File: config.mk
export PLATFORM = sky130hd
export DESIGN_NAME = life_like_automaton_generation_unit
export DESIGN_NICKNAME = d
export VERILOG_FILES = /design/src/lla_pkg.sv /design/src/lla_ram.sv /design/src/lla_pos.sv /design/src/lla_window.sv /design/src/life_like_automaton_generation_unit.sv
export SDC_FILE = /design/constraint.sdc
export NUM_CORES = 1
export LEC_CHECK = 0
export ABC_AREA = 1
export BUFFER_PORTS_ARGS = -buffer_cell sky130_fd_sc_hd__buf_4
export CORE_MARGIN = 5
export CORE_UTILIZATION = 67
export CTS_CLUSTER_DIAMETER = 120
export DETAILED_ROUTE_END_ITERATION = 7
export GPL_TIMING_DRIVEN = 0
export HOLD_SLACK_MARGIN = 0.06
export PLACE_DENSITY = 0.84
export SYNTH_ARGS = -nofsm -noshare
export SYNTH_HDL_FRONTEND = slang
export SYNTH_HIERARCHICAL = 1
export SYNTH_SLANG_ARGS = --single-unit
File: constraint.sdc
create_clock -name aclk -period 7.6 [get_ports aclk]
set_input_delay 0.76 -clock aclk [delete_from_list [all_inputs] [get_ports aclk]]
set_output_delay 0.76 -clock aclk [all_outputs]
set_load 0.02 [all_outputs]
File: src/lla_pkg.sv
// Shared types, constants and functions of the Life-like generation unit.
package lla_pkg;

    localparam int CFG_W    = 9;
    localparam int MIN_SIZE = 3;
    localparam int WIN_W    = 9;
    localparam int CNT_W    = 4;
    localparam int CENTRE   = 4;

    localparam logic [CFG_W-1:0] SURVIVE_RESET = 9'd12;
    localparam logic [CFG_W-1:0] BIRTH_RESET   = 9'd8;
    localparam logic [CFG_W-1:0] WIDTH_RESET   = 9'd256;
    localparam logic [CFG_W-1:0] HEIGHT_RESET  = 9'd144;

    // Keeps the left and centre columns after a one-column shift.
    localparam logic [WIN_W-1:0] SHIFT_KEEP = 9'h0DB;

    typedef enum logic [1:0] {
        CFG_SURVIVE = 2'd0,
        CFG_BIRTH   = 2'd1,
        CFG_WIDTH   = 2'd2,
        CFG_HEIGHT  = 2'd3
    } cfg_reg_t;

    typedef struct packed {
        logic first_col;
        logic row_ge1;
        logic row_ge2;
        logic lower_in;
        logic last_row;
    } item_ctl_t;

    function automatic logic [CNT_W-1:0] count_neighbours(input logic [WIN_W-1:0] win);
        logic [CNT_W-1:0] n;
        n = '0;
        for (int b = 0; b < WIN_W; b++) begin
            if (b != CENTRE) begin
                n = n + CNT_W'(win[b]);
            end
        end
        return n;
    endfunction

endpackage

File: src/lla_ram.sv
// Generic single-write, single-read RAM with registered read data.
module lla_ram #(
    parameter int DATA_W = 2,
    parameter int DEPTH  = 256
) (
    input  logic                     aclk,
    input  logic                     we,
    input  logic [$clog2(DEPTH)-1:0] waddr,
    input  logic [DATA_W-1:0]        wdata,
    input  logic                     re,
    input  logic [$clog2(DEPTH)-1:0] raddr,
    output logic [DATA_W-1:0]        rdata
);

    logic [DATA_W-1:0] mem [DEPTH];
    logic [DATA_W-1:0] rdata_reg;

    always_ff @(posedge aclk) begin
        if (we) begin
            mem[waddr] <= wdata;
        end
        if (re) begin
            rdata_reg <= mem[raddr];
        end
    end

    assign rdata = rdata_reg;

endmodule

File: src/lla_pos.sv
// Raster position counters and per-item row and column flags.
module lla_pos import lla_pkg::*; #(
    parameter int MAX_WIDTH  = 256,
    parameter int MAX_HEIGHT = 256
) (
    input  logic                         aclk,
    input  logic                         aresetn,
    input  logic                         restart,
    input  logic                         advance,
    input  logic [CFG_W-1:0]             grid_width,
    input  logic [CFG_W-1:0]             grid_height,
    output logic [$clog2(MAX_WIDTH)-1:0] col,
    output item_ctl_t                    ctl
);

    localparam int CW = $clog2(MAX_WIDTH);
    localparam int WW = CW + 1;
    localparam int XW = (WW > CFG_W) ? WW : CFG_W;
    localparam int RW = $clog2(MAX_HEIGHT + 2);
    localparam int XH = (RW > CFG_W) ? RW : CFG_W;

    logic [CW-1:0] col_reg, col_next;
    logic [RW-1:0] row_reg, row_next;
    logic [XW-1:0] gw_ext;
    logic [XH-1:0] gh_ext;
    logic [WW-1:0] w_eff;
    logic [RW-1:0] h_eff;
    logic [RW-1:0] h_plus1;
    logic [WW-1:0] col_inc;

    always_comb begin
        gw_ext = XW'(grid_width);
        gh_ext = XH'(grid_height);
        if (gw_ext < XW'(MIN_SIZE)) begin
            w_eff = WW'(MIN_SIZE);
        end else if (gw_ext > XW'(MAX_WIDTH)) begin
            w_eff = WW'(MAX_WIDTH);
        end else begin
            w_eff = WW'(gw_ext);
        end
        if (gh_ext < XH'(MIN_SIZE)) begin
            h_eff = RW'(MIN_SIZE);
        end else if (gh_ext > XH'(MAX_HEIGHT)) begin
            h_eff = RW'(MAX_HEIGHT);
        end else begin
            h_eff = RW'(gh_ext);
        end
        h_plus1 = h_eff + RW'(1);
        col_inc = {1'b0, col_reg} + WW'(1);
    end

    always_comb begin
        col_next = col_reg;
        row_next = row_reg;
        if (restart) begin
            col_next = '0;
            row_next = '0;
        end else if (advance) begin
            if (row_reg >= h_plus1) begin
                col_next = '0;
                row_next = '0;
            end else if (col_inc >= w_eff) begin
                col_next = '0;
                row_next = row_reg + RW'(1);
            end else begin
                col_next = col_inc[CW-1:0];
            end
        end
    end

    always_ff @(posedge aclk) begin
        if (!aresetn) begin
            col_reg <= '0;
            row_reg <= '0;
        end else begin
            col_reg <= col_next;
            row_reg <= row_next;
        end
    end

    assign col           = col_reg;
    assign ctl.first_col = (col_reg == '0);
    assign ctl.row_ge1   = (row_reg != '0);
    assign ctl.row_ge2   = (row_reg >= RW'(2));
    assign ctl.lower_in  = (row_reg < h_eff);
    assign ctl.last_row  = (row_reg == h_plus1);

endmodule

File: src/lla_window.sv
// Input stage, 3x3 neighbour window, rule lookup and result register.
module lla_window import lla_pkg::*; #(
    parameter int ADDR_W = 8
) (
    input  logic              aclk,
    input  logic              aresetn,
    input  logic              s_valid,
    output logic              s_ready,
    input  logic              cell_alive,
    input  item_ctl_t         item_ctl,
    input  logic [ADDR_W-1:0] item_col,
    input  logic [CFG_W-1:0]  survive_mask,
    input  logic [CFG_W-1:0]  birth_mask,
    input  logic [1:0]        line_rdata,
    output logic              line_we,
    output logic [ADDR_W-1:0] line_waddr,
    output logic [1:0]        line_wdata,
    output logic              m_valid,
    input  logic              m_ready,
    output logic              next_alive,
    output logic              last_of_frame
);

    logic              stage_valid_reg, stage_valid_next;
    logic              cell_reg;
    item_ctl_t         ctl_reg;
    logic [ADDR_W-1:0] col_reg;
    logic [WIN_W-1:0]  win_reg, win_next;
    logic              out_valid_reg, out_valid_next;
    logic              out_alive_reg;
    logic              out_last_reg;

    logic              upper, middle, lower;
    logic [WIN_W-1:0]  column, shifted, judge_win;
    logic              produce, res_last, res_alive;
    logic [CNT_W-1:0]  count;
    logic              out_free, advance, accept;

    always_comb begin
        upper   = ctl_reg.row_ge2 & line_rdata[1];
        middle  = ctl_reg.row_ge1 & ~ctl_reg.last_row & line_rdata[0];
        lower   = ctl_reg.lower_in & cell_reg;
        column  = {lower, 2'b00, middle, 2'b00, upper, 2'b00};
        shifted = (win_reg >> 1) & SHIFT_KEEP;
        if (ctl_reg.first_col) begin
            judge_win = shifted;
            win_next  = column;
            produce   = ctl_reg.row_ge2;
            res_last  = ctl_reg.last_row;
        end else begin
            judge_win = shifted | column;
            win_next  = shifted | column;
            produce   = ctl_reg.row_ge1;
            res_last  = 1'b0;
        end
        count     = count_neighbours(judge_win);
        res_alive = judge_win[CENTRE] ? survive_mask[count] : birth_mask[count];
    end

    assign out_free = !out_valid_reg || m_ready;
    assign advance  = stage_valid_reg && (out_free || !produce);
    assign s_ready  = aresetn && (!stage_valid_reg || advance);
    assign accept   = s_valid && s_ready;

    assign line_we    = advance;
    assign line_waddr = col_reg;
    assign line_wdata = {line_rdata[0], lower};

    always_comb begin
        stage_valid_next = stage_valid_reg;
        if (accept) begin
            stage_valid_next = 1'b1;
        end else if (advance) begin
            stage_valid_next = 1'b0;
        end
        out_valid_next = out_valid_reg;
        if (advance && produce) begin
            out_valid_next = 1'b1;
        end else if (m_ready) begin
            out_valid_next = 1'b0;
        end
    end

    always_ff @(posedge aclk) begin
        if (!aresetn) begin
            stage_valid_reg <= 1'b0;
            out_valid_reg   <= 1'b0;
            win_reg         <= '0;
        end else begin
            stage_valid_reg <= stage_valid_next;
            out_valid_reg   <= out_valid_next;
            if (advance) begin
                win_reg <= win_next;
            end
        end
    end

    always_ff @(posedge aclk) begin
        if (accept) begin
            cell_reg <= cell_alive;
            ctl_reg  <= item_ctl;
            col_reg  <= item_col;
        end
        if (advance && produce) begin
            out_alive_reg <= res_alive;
            out_last_reg  <= res_last;
        end
    end

    assign m_valid       = out_valid_reg;
    assign next_alive    = out_alive_reg;
    assign last_of_frame = out_last_reg;

endmodule

File: src/life_like_automaton_generation_unit.sv
// Top level of the Life-like cellular automaton generation unit.
//
//   Channel  Direction  Handshake             Payload
//   s_       in         s_valid / s_ready     s_cell_alive
//   m_       out        m_valid / m_ready     m_next_alive, m_last_of_frame
//   cfg_     in         cfg_valid / cfg_ready cfg_index, cfg_data
//
// One cell transaction is accepted per cycle unless the input stage stalls; its
// result, if any, enters the result register when the cell leaves the input stage.
// The line store is one RAM read at acceptance and written when the cell leaves
// the input stage. The input stage stalls only when it holds a cell with a result
// and the result register is still occupied. Reset is synchronous and needs no
// clearing pass; no results appear for the first row and one cell of a frame.
module life_like_automaton_generation_unit import lla_pkg::*; #(
    parameter int MAX_WIDTH  = 256,
    parameter int MAX_HEIGHT = 256
) (
    input  logic             aclk,
    input  logic             aresetn,
    input  logic             s_valid,
    output logic             s_ready,
    input  logic             s_cell_alive,
    output logic             m_valid,
    input  logic             m_ready,
    output logic             m_next_alive,
    output logic             m_last_of_frame,
    input  logic             cfg_valid,
    output logic             cfg_ready,
    input  logic [1:0]       cfg_index,
    input  logic [CFG_W-1:0] cfg_data
);

    localparam int CW = $clog2(MAX_WIDTH);

    logic [CFG_W-1:0] survive_reg, birth_reg, width_reg, height_reg;
    logic             cfg_write, restart, accept;
    logic [CW-1:0]    col;
    item_ctl_t        ctl;
    logic [1:0]       line_rdata, line_wdata;
    logic             line_we;
    logic [CW-1:0]    line_waddr;

    assign cfg_ready = aresetn;
    assign cfg_write = cfg_valid && cfg_ready;
    assign accept    = s_valid && s_ready;

    always_comb begin
        restart = 1'b0;
        case (cfg_reg_t'(cfg_index))
            CFG_WIDTH:  restart = cfg_write;
            CFG_HEIGHT: restart = cfg_write;
            default:    restart = 1'b0;
        endcase
    end

    always_ff @(posedge aclk) begin
        if (!aresetn) begin
            survive_reg <= SURVIVE_RESET;
            birth_reg   <= BIRTH_RESET;
            width_reg   <= WIDTH_RESET;
            height_reg  <= HEIGHT_RESET;
        end else if (cfg_write) begin
            case (cfg_reg_t'(cfg_index))
                CFG_SURVIVE: survive_reg <= cfg_data;
                CFG_BIRTH:   birth_reg   <= cfg_data;
                CFG_WIDTH:   width_reg   <= cfg_data;
                CFG_HEIGHT:  height_reg  <= cfg_data;
                default:     survive_reg <= survive_reg;
            endcase
        end
    end

    lla_pos #(
        .MAX_WIDTH  (MAX_WIDTH),
        .MAX_HEIGHT (MAX_HEIGHT)
    ) u_pos (
        .aclk        (aclk),
        .aresetn     (aresetn),
        .restart     (restart),
        .advance     (accept),
        .grid_width  (width_reg),
        .grid_height (height_reg),
        .col         (col),
        .ctl         (ctl)
    );

    lla_ram #(
        .DATA_W (2),
        .DEPTH  (MAX_WIDTH)
    ) u_line_ram (
        .aclk  (aclk),
        .we    (line_we),
        .waddr (line_waddr),
        .wdata (line_wdata),
        .re    (accept),
        .raddr (col),
        .rdata (line_rdata)
    );

    lla_window #(
        .ADDR_W (CW)
    ) u_window (
        .aclk          (aclk),
        .aresetn       (aresetn),
        .s_valid       (s_valid),
        .s_ready       (s_ready),
        .cell_alive    (s_cell_alive),
        .item_ctl      (ctl),
        .item_col      (col),
        .survive_mask  (survive_reg),
        .birth_mask    (birth_reg),
        .line_rdata    (line_rdata),
        .line_we       (line_we),
        .line_waddr    (line_waddr),
        .line_wdata    (line_wdata),
        .m_valid       (m_valid),
        .m_ready       (m_ready),
        .next_alive    (m_next_alive),
        .last_of_frame (m_last_of_frame)
    );

endmodule

After elaboration in Yosys (flattened, before gate mapping)
Memory sizes are Yosys's and may differ from the RTL's. A register that Yosys moved wholly into a read port is not among the register bits.
Cells that the tools add are included.
- memories: 1
- word-level logic and storage cells: 96
- output and inout bits: 5
- RAM bits: 512
- register bits: 80
- $add $sub $neg: 10
- reduce and logical (&&, ||, !) cells: 24
- equality and inequality tests: 4
- $lt $le $gt $ge: 9
- bitwise logic cells: 7
- mux-type cells: 23
- memories (name ; words ; width ; rd ports ; clocked after memory_dff ; write ports ; RTL line ; text):
    u_line_ram.mem ; 256 ; 2 ; 1 ; 1 ; 1 ; lla_ram.sv:15 ; logic [DATA_W-1:0] mem [DEPTH];
- operators by type and width (cell ; count):
    $mux W9 ; 8
    $add A4 B1 Y4 ; 6
    $add A9 B1 Y9 const B ; 2
    $ge A9 B9 Y1 ; 2
    $gt A9 B9 Y1 const B ; 2
    $lt A9 B2 Y1 const B ; 2
    $mux W8 ; 2
    $mux W1 ; 11
    $reduce_and A2 Y1 ; 5
    $add A8 B1 Y9 const B ; 1
    $eq A9 B9 Y1 ; 1
    $ge A9 B2 Y1 const B ; 1
    $lt A9 B9 Y1 ; 1
    $or A8 B9 Y9 ; 1
    $reduce_bool A9 Y1 ; 1
    $bmux W1 S4 ; 2
    $logic_not A8 Y1 ; 1
    $reduce_bool A2 Y1 ; 3
    $logic_and A1 B1 Y1 ; 5
    $lt A4 B5 Y1 const B ; 1
    $and A1 B1 Y1 ; 4
    $eq A2 B2 Y1 const B ; 2
    $reduce_or A2 Y1 ; 2
    $logic_not A1 Y1 ; 3
    5 further kinds ; 8

Longest topological paths before layout
- word-level depth: 15
- mapped depth: 20
- gate-level depth less buffers: 20

By module
The synthesis kept the hierarchy.
- modules (own cells, without submodules) (module ; area each (um^2) ; times used ; seq. area each (um^2) ; cells each):
    lla_ram ; 22146.2 ; 1 ; 15434.8 ; 2055
    lla_pos ; 2203.4 ; 1 ; 340.3 ; 356
    life_like_automaton_generation_unit ; 1544.0 ; 1 ; 720.7 ; 204
    lla_window ; 1305.0 ; 1 ; 640.6 ; 148

Worst setup path after synthesis
OpenSTA, ideal clock, no wires.
- path type: reg-to-reg
- start point: reg u_window.win_reg[1]
- end point: reg u_window.out_alive_reg, in the netlist u_window/next_alive, data pin
- stages on the path, launching flop included: 13
- buffers on the path: 0
- arrival time: 2964 ps
- required time: 7347 ps
- slack: 4383 ps
- path through: dfxtp_1 > inv_1 > fa_1 > fa_1 > inv_1 > fa_1 > ha_1 > fa_1 > inv_1 > o211ai_1 > nand3_1 > nand3_1 > nand2_1
- cells in the longest elaborated chain, start to end: 12
- elaborated cells on any way between the ends: 14
- ends and longest elaborated chain (element ; RTL line ; text):
    from (decl) ; lla_window.sv:28 ; logic [WIN_W-1:0] win_reg, win_next;
    from (signal assigned) ; lla_window.sv:93 ; win_reg <= win_next;
    $or A8 B9 Y9 ; lla_window.sv:51 ; judge_win = shifted | column;
    $mux W9 * ; lla_window.sv:45 ; if (ctl_reg.first_col) begin
    $add A1 B1 Y2 * ; lla_pkg.sv:38 ; n = n + CNT_W'(win[b]);
    $add A4 B1 Y4 * (6 in series) ; lla_pkg.sv:38 ;
    $bmux W1 S4 ; lla_window.sv:57 ; res_alive = judge_win[CENTRE] ? survive_mask[count] : birth_mask[count];
    $mux W1 (not written as such) ; lla_window.sv:57 ;
    $mux W1 * ; lla_window.sv:57 ;
    named net u_window.res_alive ; lla_window.sv:35 ; logic produce, res_last, res_alive;
    to (signal assigned) ; lla_window.sv:105 ; out_alive_reg <= res_alive;
    to (decl) ; lla_window.sv:30 ; logic out_alive_reg;
The timed path passes the listed nets; every way through them passes the cells marked *. The select of a mux whose other input is x is not followed.
A chain may end at the register's enable or synchronous reset.

Worst setup path after layout
- start point: reg u_window.win_reg[2]
- end point: reg u_window.out_alive_reg, in the netlist u_window/next_alive, data pin
The elaborated chain is that of the path after synthesis.

==> flow_metrics.env <==
export IMPL_grtUsageTotal_pct=36.3
export IMPL_wirelength_um=82400
export IMPL_tritoncts="yes"
export IMPL_synth_seq_cells=591
export IMPL_first_pass_iters=8
export IMPL_mostFrequentLayoutCell="nand2_1"
export IMPL_yosysUniqueCellTypes=46
export IMPL_wl_per_cell_um=24.1
export IMPL_insertion_delay_ns=0.61
export IMPL_seqCellArea_um2=17100
export IMPL_syn_inst=2763
export IMPL_design_area_um2=29700
export IMPL_worstMarginPinSlew_ns=1.39
export IMPL_fin_crit_ns=3.48
export IMPL_swShare_pct=23.1
export IMPL_placed_cell_area_um2=28100
export IMPL_fmax_mhz=288
export IMPL_p_clk_share_pct=38.9
export IMPL_cts_sinks=591
export IMPL_largest_reg_flops=512
export IMPL_rsz0062_at_grt="false"
export IMPL_arrival_ns=3.84
export IMPL_grt_ovfl_total=0
export IMPL_critPathMaxFanout=6
export IMPL_pwr_density_cell_nw_per_um2=224
export IMPL_clockBufferDepth=3
export IMPL_regMostFlops="u_line_ram/mem"
export IMPL_ys_seq_area_share_pct=63.0
export IMPL_synthArstFlopShare_pct=0
export IMPL_diodes=0
export IMPL_fin_ws_ns=4.12
export IMPL_pin_count=22
export IMPL_fin_cells=3411
export IMPL_yosys_warnings=6
export IMPL_cp_end_kind="register"
export IMPL_fin_crit_sh_pct=45.7
export IMPL_clk_pin_slew_ns=0.06
export IMPL_hold_viol=0
export IMPL_multi_input_area_um2=8500
export IMPL_slew_violations=0
export IMPL_final_cell_mix="nand2_1, nand3_1, edfxtp_1"
export IMPL_gp_congestion=1.01
export IMPL_postSynthAreaPerCell_um2=9.84
export IMPL_drv_cap=0
export IMPL_reg2reg_from="u_window/win_reg[2]"
export IMPL_areaGrowthSynthToFinish_pct=9.33
export IMPL_hp_class="input port to register"
export IMPL_syn_nets=2820
export IMPL_hpwl_um=54700
export IMPL_p_sw_mw=1.54
export IMPL_vias=21900
export IMPL_violations="DRC"
export IMPL_place_inst=3311
export IMPL_cts_setup_buffers=0
export IMPL_synth_enable_flop_cells=530
export IMPL_fin_nets=2901
export IMPL_grt_antenna_before_repair=2
export IMPL_leakage_nw=11.2
export IMPL_outcome="finished, violations left"
export IMPL_root_buffer="clkbuf_16"
export IMPL_num_rows=73
export IMPL_slew_headroom_pct=6.66
export IMPL_grt_pass1_wl_um=121000
export IMPL_startpoint_type="register"
export IMPL_synthFlopType="edfxtp_1"
export IMPL_design_die_area_um2=44700
export IMPL_die_h_um=211
export IMPL_grt_pass1_vias=21000
export IMPL_peakVddDrop_mv=0.155
export IMPL_critPathLaunch="u_window/win_reg[2]"
export IMPL_drc=2
export IMPL_die_w_um=211
export IMPL_htreeDepth=2
export IMPL_clock_skew_final_ns=0.0163
export IMPL_holdBufCountCts=0
export IMPL_ctsResizeCount=0
export IMPL_critical_path_class="register to register"
export IMPL_antenna_left=0
export IMPL_setup_viol_count_final=0
export IMPL_p_comb_share_pct=7.5
export IMPL_drt_iter0_drc=3623
export IMPL_power_mw=6.66
export IMPL_post_place_ws_ns=4.16
export IMPL_setup_tns_ns=0
export IMPL_pwr_share_seq_pct=53.6
export IMPL_core_um2=39900
export IMPL_nFillCells=2639
export IMPL_syn_cell_area_um2=27200
export IMPL_start_util_pct=68.1
export IMPL_intPower_mw=5.12
export IMPL_hp_start="s_cell_alive"
export IMPL_routed_via_density=6.43
export IMPL_required_ns=7.96
export IMPL_numCtsBuffers=56
export IMPL_numPortBuffers=21
export IMPL_grt_max_degree=167
export IMPL_drive_gt1_share_pct=8.94
-- power groups by stage --
stage / clock network [mW] / logic (mW) / registers, mW
floorplan: 0 / 0.308 / 3.63
global placement: 0 / 0.455 / 3.64
detailed placement: 0 / 0.474 / 3.63
CTS: 2.60 / 0.478 / 3.56
global route: 2.75 / 0.528 / 3.57
finish: 2.59 / 0.499 / 3.57
-- kinds of logic (layout without fill, tap and decap cells) --
logic type / count (synthesis) / after routing / synth area share [%]
simple gates: 1736 / 1736 / 27.3
flops: 591 / 591 / 63.0
buf+inv: 318 / 441 / 5.75
compound gates: 69 / 69 / 1.73
fa+ha+maj: 40 / 40 / 1.95
xor+xnor: 9 / 9 / 0.290
-- layer usage --
| layer | vias to the layer above | GRT usage (%) | share of wire [%] |
|---|---|---|---|
| met5 | - | 1.08 | 0.10 |
| met4 | 4 | 17.8 | 6.0 |
| met3 | 367 | 12.7 | 16 |
| met2 | 1815 | 54.5 | 44 |
| met1 | 10300 | 47.7 | 34 |
| li1 | 9483 | - | - |
-- critical path, cell delays in order, from the launching register on --
cell,delay (ns)
dfxtp_1,0.33
inv_1,0.08
fa_1,0.47
fa_1,0.50
inv_1,0.06
fa_1,0.45
ha_1,0.23
fa_1,0.67
inv_1,0.09
o211ai_1,0.10
nand3_1,0.10
nand3_1,0.08
nand2_1,0.07
-- stage by stage --
step,hold slack [ns],util [%]
floorplan,0.445,-
global placement,0.459,70.2
detailed placement,0.461,70.4
CTS,0.302,74.5
global route,0.305,74.5
finish,0.322,74.5
-- worst paths after layout --
kind	cells after the start	endpoint	slack [ns]
max	12	u_window/next_alive	4.12
min	1	u_window/cell_reg	0.32
max reg2reg	12	u_window/next_alive	4.12
min reg2reg	2	survive_reg[5]	0.47
-- synthesized netlist by cell type, types with 2 or more instances --
| cell | number | area share (%) |
|---|---|---|
| nand3_1 | 550 | 10 |
| nor2_4 | 7 | 0.29 |
| o21ai_4 | 2 | 0.12 |
| ha_1 | 36 | 1.7 |
| clkbuf_1 | 47 | 0.65 |
| xor2_1 | 6 | 0.19 |
| buf_6 | 29 | 1.2 |
| nor2_1 | 348 | 4.8 |
| xnor2_1 | 3 | 0.097 |
| buf_1 | 10 | 0.14 |
| inv_2 | 8 | 0.11 |
| nand2_1 | 778 | 11 |
| buf_4 | 13 | 0.36 |
| nor2_2 | 8 | 0.18 |
| edfxtp_1 | 530 | 59 |
| inv_1 | 149 | 2.1 |
| o21ai_1 | 9 | 0.17 |
| o21ai_0 | 12 | 0.22 |
| nand2_2 | 13 | 0.30 |
| dfxtp_1 | 61 | 4.5 |
| nor3_1 | 10 | 0.18 |
| nand2_4 | 6 | 0.25 |
| inv_4 | 2 | 0.046 |
| fa_1 | 4 | 0.29 |
| a21oi_1 | 22 | 0.40 |
| a21oi_2 | 2 | 0.064 |
| buf_2 | 57 | 1.0 |
| nor4_1 | 2 | 0.046 |
| o21ai_2 | 14 | 0.45 |
| nor3_2 | 2 | 0.074 |
| nand4_1 | 8 | 0.18 |
-- cell type report --
class                      instances  area share [%]
tap                              525            2.21
clock inverter                    16           0.353
timing repair buffer              23           0.715
inverter                         160            2.04
clock buffer                      84            5.21
multi-input combinational       1854            28.6
sequential                       591            57.6
buffer                           158            3.27
Power figures use the tool's default switching activity.
